==> config.mk <==
export PLATFORM = sky130hd
export DESIGN_NAME = battery_charge_state_tracker
export DESIGN_NICKNAME = d
export VERILOG_FILES = /design/src/bcst_pkg.sv /design/src/bcst_cfg_regs.sv /design/src/bcst_ripple_avg.sv /design/src/bcst_mode_fsm.sv /design/src/battery_charge_state_tracker.sv
export SDC_FILE = /design/constraint.sdc
export NUM_CORES = 1
export LEC_CHECK = 0
export ABC_AREA = 1
export BUFFER_PORTS_ARGS = -buffer_cell sky130_fd_sc_hd__buf_4
export CORE_MARGIN = 2
export CORE_UTILIZATION = 60
export DETAILED_ROUTE_END_ITERATION = 7
export PLACE_DENSITY = 0.8
export SKIP_CTS_REPAIR_TIMING = 1
export SLEW_MARGIN = 10
export SYNTH_ARGS = -nofsm -noshare
export SYNTH_HDL_FRONTEND = slang
export SYNTH_SLANG_ARGS = --single-unit
==> constraint.sdc <==
create_clock -name i_clk -period 8.8 [get_ports i_clk]
set_input_delay 1.76 -clock i_clk [delete_from_list [all_inputs] [get_ports i_clk]]
set_output_delay 1.76 -clock i_clk [all_outputs]
set_load 0.05 [all_outputs]
==> src/bcst_pkg.sv <==
// Shared types, register indexes and constants of the battery charge state tracker.
package bcst_pkg;

    localparam int LEVEL_BITS_DEF = 10;
    localparam int AVG_LOG2_DEF   = 2;

    // Configuration register file.
    localparam int CFG_COUNT = 5;
    localparam int CFG_IDX_W = 3;

    localparam logic [CFG_IDX_W-1:0] CFG_CHARGE_RIPPLE = 3'd0;
    localparam logic [CFG_IDX_W-1:0] CFG_QUIET_RIPPLE  = 3'd1;
    localparam logic [CFG_IDX_W-1:0] CFG_FULL_PEAK     = 3'd2;
    localparam logic [CFG_IDX_W-1:0] CFG_RECHARGE_PEAK = 3'd3;
    localparam logic [CFG_IDX_W-1:0] CFG_NORMAL_TROUGH = 3'd4;

    localparam int RST_CHARGE_RIPPLE = 15;
    localparam int RST_QUIET_RIPPLE  = 7;
    localparam int RST_FULL_PEAK     = 1020;
    localparam int RST_RECHARGE_PEAK = 1000;
    localparam int RST_NORMAL_TROUGH = 1000;

    // Gauge mapping of the trough reading.
    localparam int GAUGE_W          = 11;
    localparam int GAUGE_LOW        = 'h320;
    localparam int GAUGE_HIGH       = 'h380;
    localparam int GAUGE_STEP_LOG2  = 3;
    localparam int GAUGE_SEG_W      = 4;
    localparam logic [GAUGE_SEG_W-1:0] GAUGE_FULL = 4'd12;
    localparam logic [GAUGE_SEG_W-1:0] GAUGE_NONE = 4'd0;

    localparam int MODE_W = 2;

    typedef enum logic [MODE_W-1:0] {
        MODE_NORMAL   = 2'd0,
        MODE_CHARGING = 2'd1,
        MODE_DONE     = 2'd2
    } t_mode;

endpackage

==> src/bcst_cfg_regs.sv <==
// Threshold register file written through the configuration channel.
module bcst_cfg_regs #(
    parameter int LEVEL_BITS = bcst_pkg::LEVEL_BITS_DEF
) (
    input  logic                                              i_clk,
    input  logic                                              i_rst_n,
    input  logic                                              i_cfg_valid,
    output logic                                              o_cfg_ready,
    input  logic [bcst_pkg::CFG_IDX_W-1:0]                    i_cfg_index,
    input  logic [LEVEL_BITS-1:0]                             i_cfg_data,
    output logic [bcst_pkg::CFG_COUNT-1:0][LEVEL_BITS-1:0]    o_cfg
);
    import bcst_pkg::*;

    logic [CFG_COUNT-1:0][LEVEL_BITS-1:0] r_cfg;

    assign o_cfg_ready = 1'b1;
    assign o_cfg       = r_cfg;

    always_ff @(posedge i_clk) begin
        if (!i_rst_n) begin
            r_cfg[CFG_CHARGE_RIPPLE] <= LEVEL_BITS'(RST_CHARGE_RIPPLE);
            r_cfg[CFG_QUIET_RIPPLE]  <= LEVEL_BITS'(RST_QUIET_RIPPLE);
            r_cfg[CFG_FULL_PEAK]     <= LEVEL_BITS'(RST_FULL_PEAK);
            r_cfg[CFG_RECHARGE_PEAK] <= LEVEL_BITS'(RST_RECHARGE_PEAK);
            r_cfg[CFG_NORMAL_TROUGH] <= LEVEL_BITS'(RST_NORMAL_TROUGH);
        end else if (i_cfg_valid) begin
            // Writes to indexes beyond the register file are dropped.
            case (i_cfg_index)
                CFG_CHARGE_RIPPLE: r_cfg[CFG_CHARGE_RIPPLE] <= i_cfg_data;
                CFG_QUIET_RIPPLE:  r_cfg[CFG_QUIET_RIPPLE]  <= i_cfg_data;
                CFG_FULL_PEAK:     r_cfg[CFG_FULL_PEAK]     <= i_cfg_data;
                CFG_RECHARGE_PEAK: r_cfg[CFG_RECHARGE_PEAK] <= i_cfg_data;
                CFG_NORMAL_TROUGH: r_cfg[CFG_NORMAL_TROUGH] <= i_cfg_data;
                default: ;
            endcase
        end
    end

endmodule

==> src/bcst_ripple_avg.sv <==
// Ripple ring with a running sum; gives the average including the current beat.
module bcst_ripple_avg #(
    parameter int LEVEL_BITS = bcst_pkg::LEVEL_BITS_DEF,
    parameter int AVG_LOG2   = bcst_pkg::AVG_LOG2_DEF
) (
    input  logic                  i_clk,
    input  logic                  i_rst_n,
    input  logic                  i_step,
    input  logic [LEVEL_BITS-1:0] i_peak,
    input  logic [LEVEL_BITS-1:0] i_trough,
    output logic [LEVEL_BITS-1:0] o_avg
);
    import bcst_pkg::*;

    localparam int DEPTH = 1 << AVG_LOG2;
    localparam int SUM_W = LEVEL_BITS + AVG_LOG2;

    logic [DEPTH-1:0][LEVEL_BITS-1:0] r_ring;
    logic [AVG_LOG2-1:0]              r_slot;
    logic [SUM_W-1:0]                 r_sum;
    logic [SUM_W-1:0]                 n_sum;
    logic [LEVEL_BITS-1:0]            w_ripple;

    // A trough above the peak counts as no ripple at all.
    assign w_ripple = (i_peak > i_trough) ? (i_peak - i_trough) : '0;

    // The sum tracks the ring: the entry being overwritten leaves, the new ripple joins.
    assign n_sum = r_sum - SUM_W'(r_ring[r_slot]) + SUM_W'(w_ripple);
    assign o_avg = n_sum[SUM_W-1:AVG_LOG2];

    always_ff @(posedge i_clk) begin
        if (!i_rst_n) begin
            r_ring <= '0;
            r_slot <= '0;
            r_sum  <= '0;
        end else if (i_step) begin
            r_ring[r_slot] <= w_ripple;
            r_slot         <= r_slot + 1'b1;
            r_sum          <= n_sum;
        end
    end

    a_slot_advances: assert property (@(posedge i_clk) disable iff (!i_rst_n)
        i_step |=> r_slot == $past(r_slot) + 1'b1)
        else $error("ring slot did not advance on a beat");

    a_ring_written: assert property (@(posedge i_clk) disable iff (!i_rst_n)
        i_step |=> r_ring[$past(r_slot)] == $past(w_ripple))
        else $error("ring entry does not hold the stored ripple");

    a_sum_holds: assert property (@(posedge i_clk) disable iff (!i_rst_n)
        !i_step |=> $stable(r_sum) && $stable(r_slot))
        else $error("running sum changed without a beat");

endmodule

==> src/bcst_mode_fsm.sv <==
// Charge mode state machine with the quiet-ripple override to normal.
module bcst_mode_fsm #(
    parameter int LEVEL_BITS = bcst_pkg::LEVEL_BITS_DEF
) (
    input  logic                                           i_clk,
    input  logic                                           i_rst_n,
    input  logic                                           i_step,
    input  logic [LEVEL_BITS-1:0]                          i_avg,
    input  logic [LEVEL_BITS-1:0]                          i_peak,
    input  logic [LEVEL_BITS-1:0]                          i_trough,
    input  logic [bcst_pkg::CFG_COUNT-1:0][LEVEL_BITS-1:0] i_cfg,
    output bcst_pkg::t_mode                                o_mode
);
    import bcst_pkg::*;

    t_mode r_mode;
    t_mode n_mode;
    logic  w_override;

    assign w_override = (i_avg < i_cfg[CFG_QUIET_RIPPLE])
                     && (i_trough < i_cfg[CFG_NORMAL_TROUGH]);

    always_comb begin
        n_mode = r_mode;
        case (r_mode)
            MODE_NORMAL: begin
                if (i_avg > i_cfg[CFG_CHARGE_RIPPLE]) n_mode = MODE_CHARGING;
            end
            MODE_CHARGING: begin
                if (i_peak >= i_cfg[CFG_FULL_PEAK]) n_mode = MODE_DONE;
            end
            MODE_DONE: begin
                if (i_peak < i_cfg[CFG_RECHARGE_PEAK]) n_mode = MODE_CHARGING;
            end
            default: ;
        endcase
        // The override is applied after the transition and wins over it.
        if (w_override) n_mode = MODE_NORMAL;
    end

    // The result carries the mode after this beat.
    always_comb begin
        o_mode = n_mode;
    end

    always_ff @(posedge i_clk) begin
        if (!i_rst_n) begin
            r_mode <= MODE_NORMAL;
        end else if (i_step) begin
            r_mode <= n_mode;
        end
    end

    a_override_wins: assert property (@(posedge i_clk) disable iff (!i_rst_n)
        i_step && w_override |=> r_mode == MODE_NORMAL)
        else $error("override to normal not taken");

    a_no_skip_to_done: assert property (@(posedge i_clk) disable iff (!i_rst_n)
        i_step && r_mode == MODE_NORMAL |=> r_mode != MODE_DONE)
        else $error("normal moved straight to charge done");

    a_mode_holds: assert property (@(posedge i_clk) disable iff (!i_rst_n)
        !i_step |=> $stable(r_mode))
        else $error("mode changed without a beat");

endmodule

==> src/battery_charge_state_tracker.sv <==
// Battery charge state tracker: input register, single-pass update, result register.
// An accepted beat passes the input register and then the result register to the master side.
// Throughput: one beat per cycle without master stalls; ring, sum and mode update in one pass.
// An empty input register takes a beat while a result waits; with both registers full the
// input stalls, and it resumes in the same cycle that the master side takes the result.
// Reset (synchronous, active low) clears the ring, running sum, slot and mode to normal,
// loads the threshold registers with their defaults, and empties both registers.
module battery_charge_state_tracker #(
    parameter int LEVEL_BITS = bcst_pkg::LEVEL_BITS_DEF,
    parameter int AVG_LOG2   = bcst_pkg::AVG_LOG2_DEF,
    localparam int IN_W  = ((2 * LEVEL_BITS + 7) / 8) * 8,
    localparam int OUT_W = ((bcst_pkg::MODE_W + LEVEL_BITS + bcst_pkg::GAUGE_SEG_W + 7) / 8) * 8
) (
    input  logic                           i_clk,
    input  logic                           i_rst_n,
    input  logic                           s_axis_tvalid,
    output logic                           s_axis_tready,
    // Fields from bit 0: peak_level, trough_level, zero padding.
    input  logic [IN_W-1:0]                s_axis_tdata,
    output logic                           m_axis_tvalid,
    input  logic                           m_axis_tready,
    // Fields from bit 0: charge_mode, average_ripple, gauge_segments, zero padding.
    output logic [OUT_W-1:0]               m_axis_tdata,
    input  logic                           i_cfg_valid,
    output logic                           o_cfg_ready,
    input  logic [bcst_pkg::CFG_IDX_W-1:0] i_cfg_index,
    input  logic [LEVEL_BITS-1:0]          i_cfg_data
);
    import bcst_pkg::*;

    localparam int CMP_W = (LEVEL_BITS > GAUGE_W) ? LEVEL_BITS : GAUGE_W;

    logic                                 r_in_valid;
    logic [LEVEL_BITS-1:0]                r_in_peak;
    logic [LEVEL_BITS-1:0]                r_in_trough;
    logic                                 r_out_valid;
    t_mode                                r_out_mode;
    logic [LEVEL_BITS-1:0]                r_out_avg;
    logic [GAUGE_SEG_W-1:0]               r_out_gauge;

    logic                                 w_step;
    logic [CFG_COUNT-1:0][LEVEL_BITS-1:0] w_cfg;
    logic [LEVEL_BITS-1:0]                w_avg;
    t_mode                                w_mode;
    logic [CMP_W-1:0]                     w_trough_x;
    logic [CMP_W-1:0]                     w_gauge_off;
    logic [GAUGE_SEG_W-1:0]               w_gauge;

    // An item moves into the result register when that register is free or being emptied.
    assign w_step        = r_in_valid && (!r_out_valid || m_axis_tready);
    assign s_axis_tready = !r_in_valid || w_step;
    assign m_axis_tvalid = r_out_valid;
    assign m_axis_tdata  = OUT_W'({r_out_gauge, r_out_avg, r_out_mode});

    bcst_cfg_regs #(.LEVEL_BITS(LEVEL_BITS)) u_cfg (
        .i_clk       (i_clk),
        .i_rst_n     (i_rst_n),
        .i_cfg_valid (i_cfg_valid),
        .o_cfg_ready (o_cfg_ready),
        .i_cfg_index (i_cfg_index),
        .i_cfg_data  (i_cfg_data),
        .o_cfg       (w_cfg)
    );

    bcst_ripple_avg #(.LEVEL_BITS(LEVEL_BITS), .AVG_LOG2(AVG_LOG2)) u_ripple (
        .i_clk    (i_clk),
        .i_rst_n  (i_rst_n),
        .i_step   (w_step),
        .i_peak   (r_in_peak),
        .i_trough (r_in_trough),
        .o_avg    (w_avg)
    );

    bcst_mode_fsm #(.LEVEL_BITS(LEVEL_BITS)) u_mode (
        .i_clk    (i_clk),
        .i_rst_n  (i_rst_n),
        .i_step   (w_step),
        .i_avg    (w_avg),
        .i_peak   (r_in_peak),
        .i_trough (r_in_trough),
        .i_cfg    (w_cfg),
        .o_mode   (w_mode)
    );

    // Inside the gauge window the offset is below 128, so its upper bits give the bar count.
    assign w_trough_x  = CMP_W'(r_in_trough);
    assign w_gauge_off = w_trough_x - CMP_W'(GAUGE_LOW);

    always_comb begin
        if (w_trough_x < CMP_W'(GAUGE_LOW)) begin
            w_gauge = GAUGE_NONE;
        end else if (w_trough_x > CMP_W'(GAUGE_HIGH)) begin
            w_gauge = GAUGE_FULL;
        end else begin
            w_gauge = w_gauge_off[GAUGE_STEP_LOG2 +: GAUGE_SEG_W];
        end
    end

    always_ff @(posedge i_clk) begin
        if (!i_rst_n) begin
            r_in_valid <= 1'b0;
        end else if (s_axis_tready) begin
            r_in_valid <= s_axis_tvalid;
        end
    end

    always_ff @(posedge i_clk) begin
        if (s_axis_tvalid && s_axis_tready) begin
            r_in_peak   <= s_axis_tdata[LEVEL_BITS-1:0];
            r_in_trough <= s_axis_tdata[2*LEVEL_BITS-1:LEVEL_BITS];
        end
    end

    always_ff @(posedge i_clk) begin
        if (!i_rst_n) begin
            r_out_valid <= 1'b0;
        end else if (w_step) begin
            r_out_valid <= 1'b1;
        end else if (m_axis_tready) begin
            r_out_valid <= 1'b0;
        end
    end

    always_ff @(posedge i_clk) begin
        if (w_step) begin
            r_out_mode  <= w_mode;
            r_out_avg   <= w_avg;
            r_out_gauge <= w_gauge;
        end
    end

    a_step_fills_result: assert property (@(posedge i_clk) disable iff (!i_rst_n)
        w_step |=> r_out_valid)
        else $error("result register empty after a beat moved into it");

    a_input_kept: assert property (@(posedge i_clk) disable iff (!i_rst_n)
        r_in_valid && !w_step |=> r_in_valid && $stable(r_in_peak) && $stable(r_in_trough))
        else $error("held input beat lost while the result side stalled");

    a_gauge_range: assert property (@(posedge i_clk) disable iff (!i_rst_n)
        r_out_valid |-> r_out_gauge <= GAUGE_FULL)
        else $error("gauge above full scale");

endmodule

# Word level (Yosys, flattened, before mapping)
# Cells that the tools add are included.
classes:
  mux: 14
  n_reduce_logical: 17
  n_lt_le_gt_ge: 10
  eq_ne: 6
  add_sub_neg: 5
ops:
  columns: ["cell", "n"]
  rows:
  - ["bitwise mux 40 bit", 1]
  - ["less-than comparator 10 bit", 3]
  - ["2-to-1 mux 10 bit", 3]
  - ["binary-select mux 10 bit (select 2 bit)", 1]
  - ["demux 10 bit (select 2 bit)", 1]
  - ["greater-than comparator 10 bit", 2]
  - ["adder 12 x 10 -> 12 bit", 1]
  - ["subtractor 12 x 10 -> 12 bit", 1]
  - ["greater-or-equal comparator 10 bit", 1]
  - ["greater-than comparator 10 bit (second input constant)", 1]
  - ["less-than comparator 10 bit (second input constant)", 1]
  - ["AND reduction 2 bit", 5]
  - ["subtractor 10 bit", 1]
  - ["2-to-1 mux 2 bit", 4]
  - ["subtractor 7 x 6 -> 7 bit (second input constant)", 1]
  - ["== test 3 x 2 -> 1 bit (second input constant)", 2]
  - ["case mux 2 bit (3 select lines)", 1]
  - ["logical AND 1 bit", 4]
  - ["2-to-1 mux 4 bit", 1]
  - ["== test 3 x 1 -> 1 bit (second input constant)", 1]
  - ["== test 3 bit (second input constant)", 1]
  - ["zero test 3 bit", 1]
  - ["less-than comparator 2 x 3 -> 1 bit (second input constant)", 1]
  - ["adder 2 x 1 -> 2 bit (second input constant)", 1]
  - ["other kinds (9)", 12]
totals:
  reg_bits: 144
  word_cells: 72

# Depth between registers and ports, before layout
logic_depth:
  word_depth: 8
  depth_mapped: 30
  mapped_depth_nobuf: 30

# Hierarchy
# A second synthesis with hierarchy kept.
unflattened:
  hier_cells: 1104
  hier_area_um2: 8501.9
modules_own_cells:
  columns: ["mod", "instances", "cells_per_inst", "seq_area_each_um2", "area_each_um2"]
  rows:
  - ["bcst_ripple_avg", 1, 536, 1081.0, 3828.7]
  - ["bcst_cfg_regs", 1, 270, 1001.0, 2001.9]
  - ["bcst_mode_fsm", 1, 228, 40.0, 1405.1]
  - ["battery_charge_state_tracker", 1, 70, 1121.1, 1266.2]

# Worst setup path before layout
# No wires, ideal clock.
synth_timing:
  path_type: "register to register"
  start: "reg r_in_peak[0]"
  end: "reg r_out_mode[0], data pin"
  path_buffers: 0
  path_stages_with_launch: 30
  setup_time_ps: 251
  t_arrival_ps: 4006
  path_slack_ps: 4543
  synth_period_minus_slack_ps: 4257
  cell_sequence: "edfxtp_1 inv_1 ha_1 inv_1 fa_1 nand3_1 nand2_1 a21oi_1 xor2_1 inv_1 nand2_2 inv_1 fa_1 ha_1 a21oi_1 o21ai_0 nand2_1 nand3_1 nand2_1 nand2_1 ha_1 nand2_1 nor2_1 nand3b_1 nand2_1 inv_1 nand2_1 nand4_1 nand2_1 inv_1"
synth_via:
  elab_chain_len: 7
  word_cells_on_any_way: 14
  classes_between: "add/sub (2); order compare (5); mux (6); reduce/logical (1)"
synth_lines:
  columns: ["element", "line_no", "rtl"]
  rows:
  - ["from (decl)", "battery_charge_state_tracker.sv:34", "logic [LEVEL_BITS-1:0] r_in_peak;"]
  - ["from (signal assigned)", "battery_charge_state_tracker.sv:109", "r_in_peak <= s_axis_tdata[LEVEL_BITS-1:0];"]
  - ["subtractor 10 bit or greater-than comparator 10 bit (tied branches)", "bcst_ripple_avg.sv:25", "assign w_ripple = (i_peak > i_trough) ? (i_peak - i_trough) : '0;"]
  - ["2-to-1 mux 10 bit *", "bcst_ripple_avg.sv:25", null]
  - ["net u_ripple.w_ripple[6]", "bcst_ripple_avg.sv:22", "logic [LEVEL_BITS-1:0] w_ripple;"]
  - ["adder 12 x 10 -> 12 bit *", "bcst_ripple_avg.sv:28", "assign n_sum = r_sum - SUM_W'(r_ring[r_slot]) + SUM_W'(w_ripple);"]
  - ["net u_mode.i_avg[9]", "bcst_mode_fsm.sv:8", "input logic [LEVEL_BITS-1:0] i_avg,"]
  - ["greater-than comparator 10 bit", "bcst_mode_fsm.sv:27", "if (i_avg > i_cfg[CFG_CHARGE_RIPPLE]) n_mode = MODE_CHARGING;"]
  - ["2-to-1 mux 2 bit", "bcst_mode_fsm.sv:27", null]
  - ["case mux 2 bit (3 select lines)", "bcst_mode_fsm.sv:25", "case (r_mode)"]
  - ["2-to-1 mux 2 bit *", "bcst_mode_fsm.sv:38", "if (w_override) n_mode = MODE_NORMAL;"]
  - ["net u_mode.o_mode[0]", "bcst_mode_fsm.sv:12", "output bcst_pkg::t_mode o_mode"]
  - ["to (signal assigned)", "battery_charge_state_tracker.sv:126", "r_out_mode <= w_mode;"]
  - ["to (decl)", "battery_charge_state_tracker.sv:37", "t_mode r_out_mode;"]
# The timed path passes the listed nets; every way through them passes the cells marked *.
# A chain may end at the register's enable or synchronous reset.

# Worst setup path after layout
layout_timing:
  start: "reg u_ripple.r_slot[0]"
  end: "reg r_out_mode[1], data pin"
layout_via:
  elab_chain_len: 8
  word_cells_on_any_way: 10
  classes_between: "add/sub (2); order compare (2); mux (5); reduce/logical (1)"
layout_lines:
  columns: ["element", "line_no", "rtl"]
  rows:
  - ["from (decl)", "bcst_ripple_avg.sv:19", "logic [AVG_LOG2-1:0] r_slot;"]
  - ["from (signal assigned)", "bcst_ripple_avg.sv:38", "r_slot <= r_slot + 1'b1;"]
  - ["binary-select mux 10 bit (select 2 bit) *", "bcst_ripple_avg.sv:28", null]
  - ["2-to-1 mux 10 bit (implied by the code) *", "bcst_ripple_avg.sv:28", null]
  - ["subtractor 12 x 10 -> 12 bit *", "bcst_ripple_avg.sv:28", null]
  - ["adder 12 x 10 -> 12 bit *", "bcst_ripple_avg.sv:28", null]
  - ["net u_mode.i_avg[3]", "bcst_mode_fsm.sv:8", null]
  - ["greater-than comparator 10 bit", "bcst_mode_fsm.sv:27", null]
  - ["2-to-1 mux 2 bit", "bcst_mode_fsm.sv:27", null]
  - ["case mux 2 bit (3 select lines)", "bcst_mode_fsm.sv:25", null]
  - ["2-to-1 mux 2 bit *", "bcst_mode_fsm.sv:38", null]
  - ["net u_mode.o_mode[1]", "bcst_mode_fsm.sv:12", null]
# The timed path passes the listed nets; every way through them passes the cells marked *. The select of a mux whose other input is x is not followed.

==> run summary <==
RUN STATUS
----------------------------------------------------------------------------------------
Result of the run ......................................................... complete, no violations

SYNTH
----------------------------------------------------------------------------------------
Netlist cell types ........................................................           46
Mapped Avg Cell Area ......................................................     8.14 um2
Yosys warnings ............................................................            0
Sequential cell area fraction in the yosys report .........................        0.411
Total of flip-flops plus latches after synthesis ..........................          144
Synthesized Nets ..........................................................         1097
Summed instance area of the synthesized netlist ...........................     7890 um2
Cells after Synth .........................................................          970

FLOORPLANNING
----------------------------------------------------------------------------------------
Initial Util ..............................................................        0.620
Vert. Die Dim .............................................................       119 um
Number of placement rows ..................................................           41
Core box area .............................................................    12700 um2
Die Area ..................................................................    14100 um2
Count of pins on the block boundary .......................................           61
Width of the die ..........................................................       119 um

POWER
----------------------------------------------------------------------------------------
Standby leakage power .....................................................   0.00423 uW
Pwr dens ..................................................................   270 nW/um2
Worst-case vdd ir drop ....................................................   0.000127 V

RUN
----------------------------------------------------------------------------------------
Max Cap Viol ..............................................................            0

CLOCK NETWORK
----------------------------------------------------------------------------------------
Clock Root Buffer ......................................................... sky130_fd_sc_hd__clkbuf_16
Number of sinks handled by clock tree synthesis ...........................          144
Clock Path Buffers ........................................................            2
Clock Latency Late Sink ...................................................      0.43 ns
CTS H-tree depth ..........................................................            4
Number of buffers created by CTS ..........................................           17
CTS tree ..................................................................         done
Clk pin slew, worst setup/hold paths ......................................      0.06 ns

TIMING
----------------------------------------------------------------------------------------
Maximum frequency from static timing analysis .............................      191 MHz
Final slew viol count .....................................................            0
Unrepaired setup endpoints after global routing ...........................           no
Share of the cycle needed by the critical path after routing ..............        0.596
Setup TNS Final ...........................................................         0 ns
Actual transition at the worst max-transition pin .........................      1.18 ns
Relative max-transition margin ............................................        0.213
Number of hold violations in the final report .............................            0
Final min period ..........................................................      5.25 ns
Worst Skew ................................................................   0.00809 ns
Post-route worst setup slack ..............................................      3.55 ns
Final count of negative-setup-slack endpoints .............................            0
Final-layout worst hold slack .............................................     0.462 ns

CELLS AND AREA
----------------------------------------------------------------------------------------
Area grow syn2layout ......................................................        13.9%
FILL cells ................................................................         1020
Most common cell after layout, fill and taps aside ........................ sky130_fd_sc_hd__inv_1
Antenna cell count ........................................................            0
Share of post-route cells with drive strength above 1 .....................        0.112
Count of nets after finishing .............................................         1140
Final instance area .......................................................     8980 um2
Most frequent cells in the layout ......................................... sky130_fd_sc_hd__inv_1, sky130_fd_sc_hd__nand2_1, sky130_fd_sc_hd__a21oi_1
Final standard cell utilization of the core ...............................        0.706

ROUTE
----------------------------------------------------------------------------------------
Number of vias per cell after detailed routing ............................         5.48
Number of search-and-repair iterations in the first detailed-routing pass .            6
Vias after detailed routing ...............................................         6561
Iteration-0 DRC Markers ...................................................          482
Post-route DRC ............................................................            0
Antenna viol nets, final ..................................................            0
Total length of routed wires ..............................................     18200 um
WL per Instance ...........................................................      15.2 um

WORST SETUP PATH
----------------------------------------------------------------------------------------
WP buf/inv ................................................................            3
Path depth of the worst reg2reg path ......................................           17
RR Endpoint ............................................................... r_out_mode[1]
Largest fanout of any net on the critical path ............................           24
Data arrival at the endpoint of the critical path .........................      5.42 ns
Cell class contributing the biggest share of worst-path delay ............. compound AO/OA/AOI/OAI gates
Slowest Stage Delay on Critical Path ......................................      0.87 ns
Reg2reg setup slack .......................................................      3.55 ns
Cell repeated most along the worst path ................................... sky130_fd_sc_hd__a21oi_1
Worst setup path category ................................................. flop to flop
Crit start category .......................................................         flop
Startpoint of the lowest-slack register-to-register path .................. u_ripple.r_slot[0]
Slowest stage cell on the critical path ................................... sky130_fd_sc_hd__dfxtp_1
Sequence of cells on the critical path .................................... inv_1 -> o21ai_0 -> o22ai_1 -> fa_1 -> inv_1 -> ha_1 -> a21oi_1 -> o21ai_1 -> a21oi_1 -> xor2_1 -> ha_1 -> a21oi_1 -> o21ai_0 -> a21oi_1 -> nand3_1 -> nand2_1 -> inv_1
Data required time of the critical path ...................................      8.98 ns
Type of destination of the critical path ..................................         flop

GRT
----------------------------------------------------------------------------------------
Antenna violations before repair ..........................................            0
Overall fraction of global-route tracks in use ............................        0.272
Residual overflow from global routing .....................................            0
Global-route wire length before repair ....................................     30200 um
Via count of the first global-routing pass ................................         6271
Largest net degree at the start of global routing .........................           94

MIN PATH
----------------------------------------------------------------------------------------
Min-delay worst type ...................................................... flop to flop
Start point of the worst hold path ........................................ u_cfg.o_cfg[31]
Hold Crit Depth ...........................................................            2
Destination of the worst hold path ........................................ u_cfg.o_cfg[31]

PLACE
----------------------------------------------------------------------------------------
Pre-CTS setup slack .......................................................      3.64 ns
DPL Wire Length ...........................................................     12700 um
Port buffer count .........................................................           55
Final Wtd Congestion ......................................................        0.907
Total placed instance area ................................................     8390 um2

-- worst max path at each step --
stage                             startpoint            end  slack, ns  depth (start not counted)
after global routing            r_in_peak[0]  r_out_mode[1]       3.11                         25
after CTS                       r_in_peak[0]  r_out_mode[1]       3.57                         25
after floorplan                 r_in_peak[0]  r_out_mode[0]       4.54                         29
final                     u_ripple.r_slot[0]  r_out_mode[1]       3.55                         17
after global placement          r_in_peak[0]  r_out_mode[1]       3.76                         25
after detailed placement        r_in_peak[0]  r_out_mode[1]       3.64                         25
-- registers in the layout, summed over array words and instances (netlist names) --
signal / count
u_cfg.o_cfg: 50
u_ripple.r_ring: 40
u_ripple.r_sum: 12
r_in_peak: 10
r_in_trough: 10
r_out_avg: 10
r_out_gauge: 4
r_out_mode: 2
u_mode.r_mode: 2
u_ripple.r_slot: 2
m_axis_tvalid: 1
r_in_valid: 1
-- power by group --
group	switching, uW	internal (uW)	leakage, uW	total, uW
clock network	273	437	0.000288	710
registers	25.0	752	0.00123	777
logic	624	313	0.00271	937
-- final cells by class --
cell class,count,area (um2),area share
clock buffers,25,518,0.0577
multi-input cells,639,3930,0.437
clock inverters,7,71.3,0.00794
repair buffers,57,428,0.0476
inverters,154,583,0.0649
well taps,172,215,0.0240
flip-flops and latches,144,3240,0.361
-- cell families after synthesis --
| kind of cell | after synthesis | synth area share |
|---|---|---|
| adders and majority gates | 85 | 0.145 |
| xor gates and xnor gates | 11 | 0.0132 |
| DFF | 144 | 0.411 |
| and+or+nand+nor | 271 | 0.153 |
| buffers and inverters | 187 | 0.0918 |
| AOI/OAI and AO/OA | 271 | 0.186 |
| other | 1 | 0.000475 |
-- routing by layer --
| layer | track usage | vias to the layer above | part of all wire |
|---|---|---|---|
| li1 | - | 3305 | - |
| met1 | 0.349 | 2976 | 0.43 |
| met2 | 0.441 | 224 | 0.47 |
| met3 | 0.0545 | 56 | 0.064 |
| met4 | 0.128 | 0 | 0.040 |
| met5 | 0 | - | 0 |
-- worst reg2reg max path, cell delays in order (launching register included) --
cell	delay (ns)
sky130_fd_sc_hd__dfxtp_1	0.87
sky130_fd_sc_hd__inv_1	0.59
sky130_fd_sc_hd__o21ai_0	0.31
sky130_fd_sc_hd__o22ai_1	0.13
sky130_fd_sc_hd__fa_1	0.50
sky130_fd_sc_hd__inv_1	0.06
sky130_fd_sc_hd__ha_1	0.40
sky130_fd_sc_hd__a21oi_1	0.23
sky130_fd_sc_hd__o21ai_1	0.11
sky130_fd_sc_hd__a21oi_1	0.17
sky130_fd_sc_hd__xor2_1	0.55
sky130_fd_sc_hd__ha_1	0.37
sky130_fd_sc_hd__a21oi_1	0.13
sky130_fd_sc_hd__o21ai_0	0.09
sky130_fd_sc_hd__a21oi_1	0.19
sky130_fd_sc_hd__nand3_1	0.14
sky130_fd_sc_hd__nand2_1	0.10
sky130_fd_sc_hd__inv_1	0.07
-- synth_stat cells, drive strengths merged --
| master | count | area [um2] |
|---|---|---|
| o21ai | 115 | 579 |
| nand4 | 7 | 43.8 |
| ha | 74 | 926 |
| or2 | 3 | 21.3 |
| nand2 | 141 | 549 |
| xnor2 | 1 | 8.76 |
| a32o | 1 | 10.0 |
| o211ai | 19 | 143 |
| o21a | 1 | 7.51 |
| a211oi | 1 | 7.51 |
| a31oi | 2 | 12.5 |
| a21o | 4 | 30.0 |
| xor2 | 10 | 95.1 |
| nand3 | 34 | 225 |
| fa | 11 | 220 |
| conb | 1 | 3.75 |
| edfxtp | 36 | 1080 |
| o31ai | 1 | 7.51 |
| nand3b | 1 | 7.51 |
| nor3 | 2 | 26.3 |
| a21boi | 2 | 15.0 |
| o22ai | 9 | 56.3 |
| clkbuf | 26 | 97.6 |
| nor4 | 1 | 6.26 |
| dfxtp | 108 | 2160 |
| a21oi | 116 | 596 |
| nor2 | 81 | 319 |
| buf | 7 | 43.8 |
| nor3b | 1 | 7.51 |
| inv | 154 | 583 |
-- metrics by stage --
step / total power, uW / std cells
after detailed placement: 1690 / 1166
final: 2420 / 1198
after CTS: 2420 / 1198
after global routing: 2590 / 1198
after floorplan: 1450 / 970
after global placement: 1670 / 1166
No activity file was read; power rests on OpenSTA's default activity.
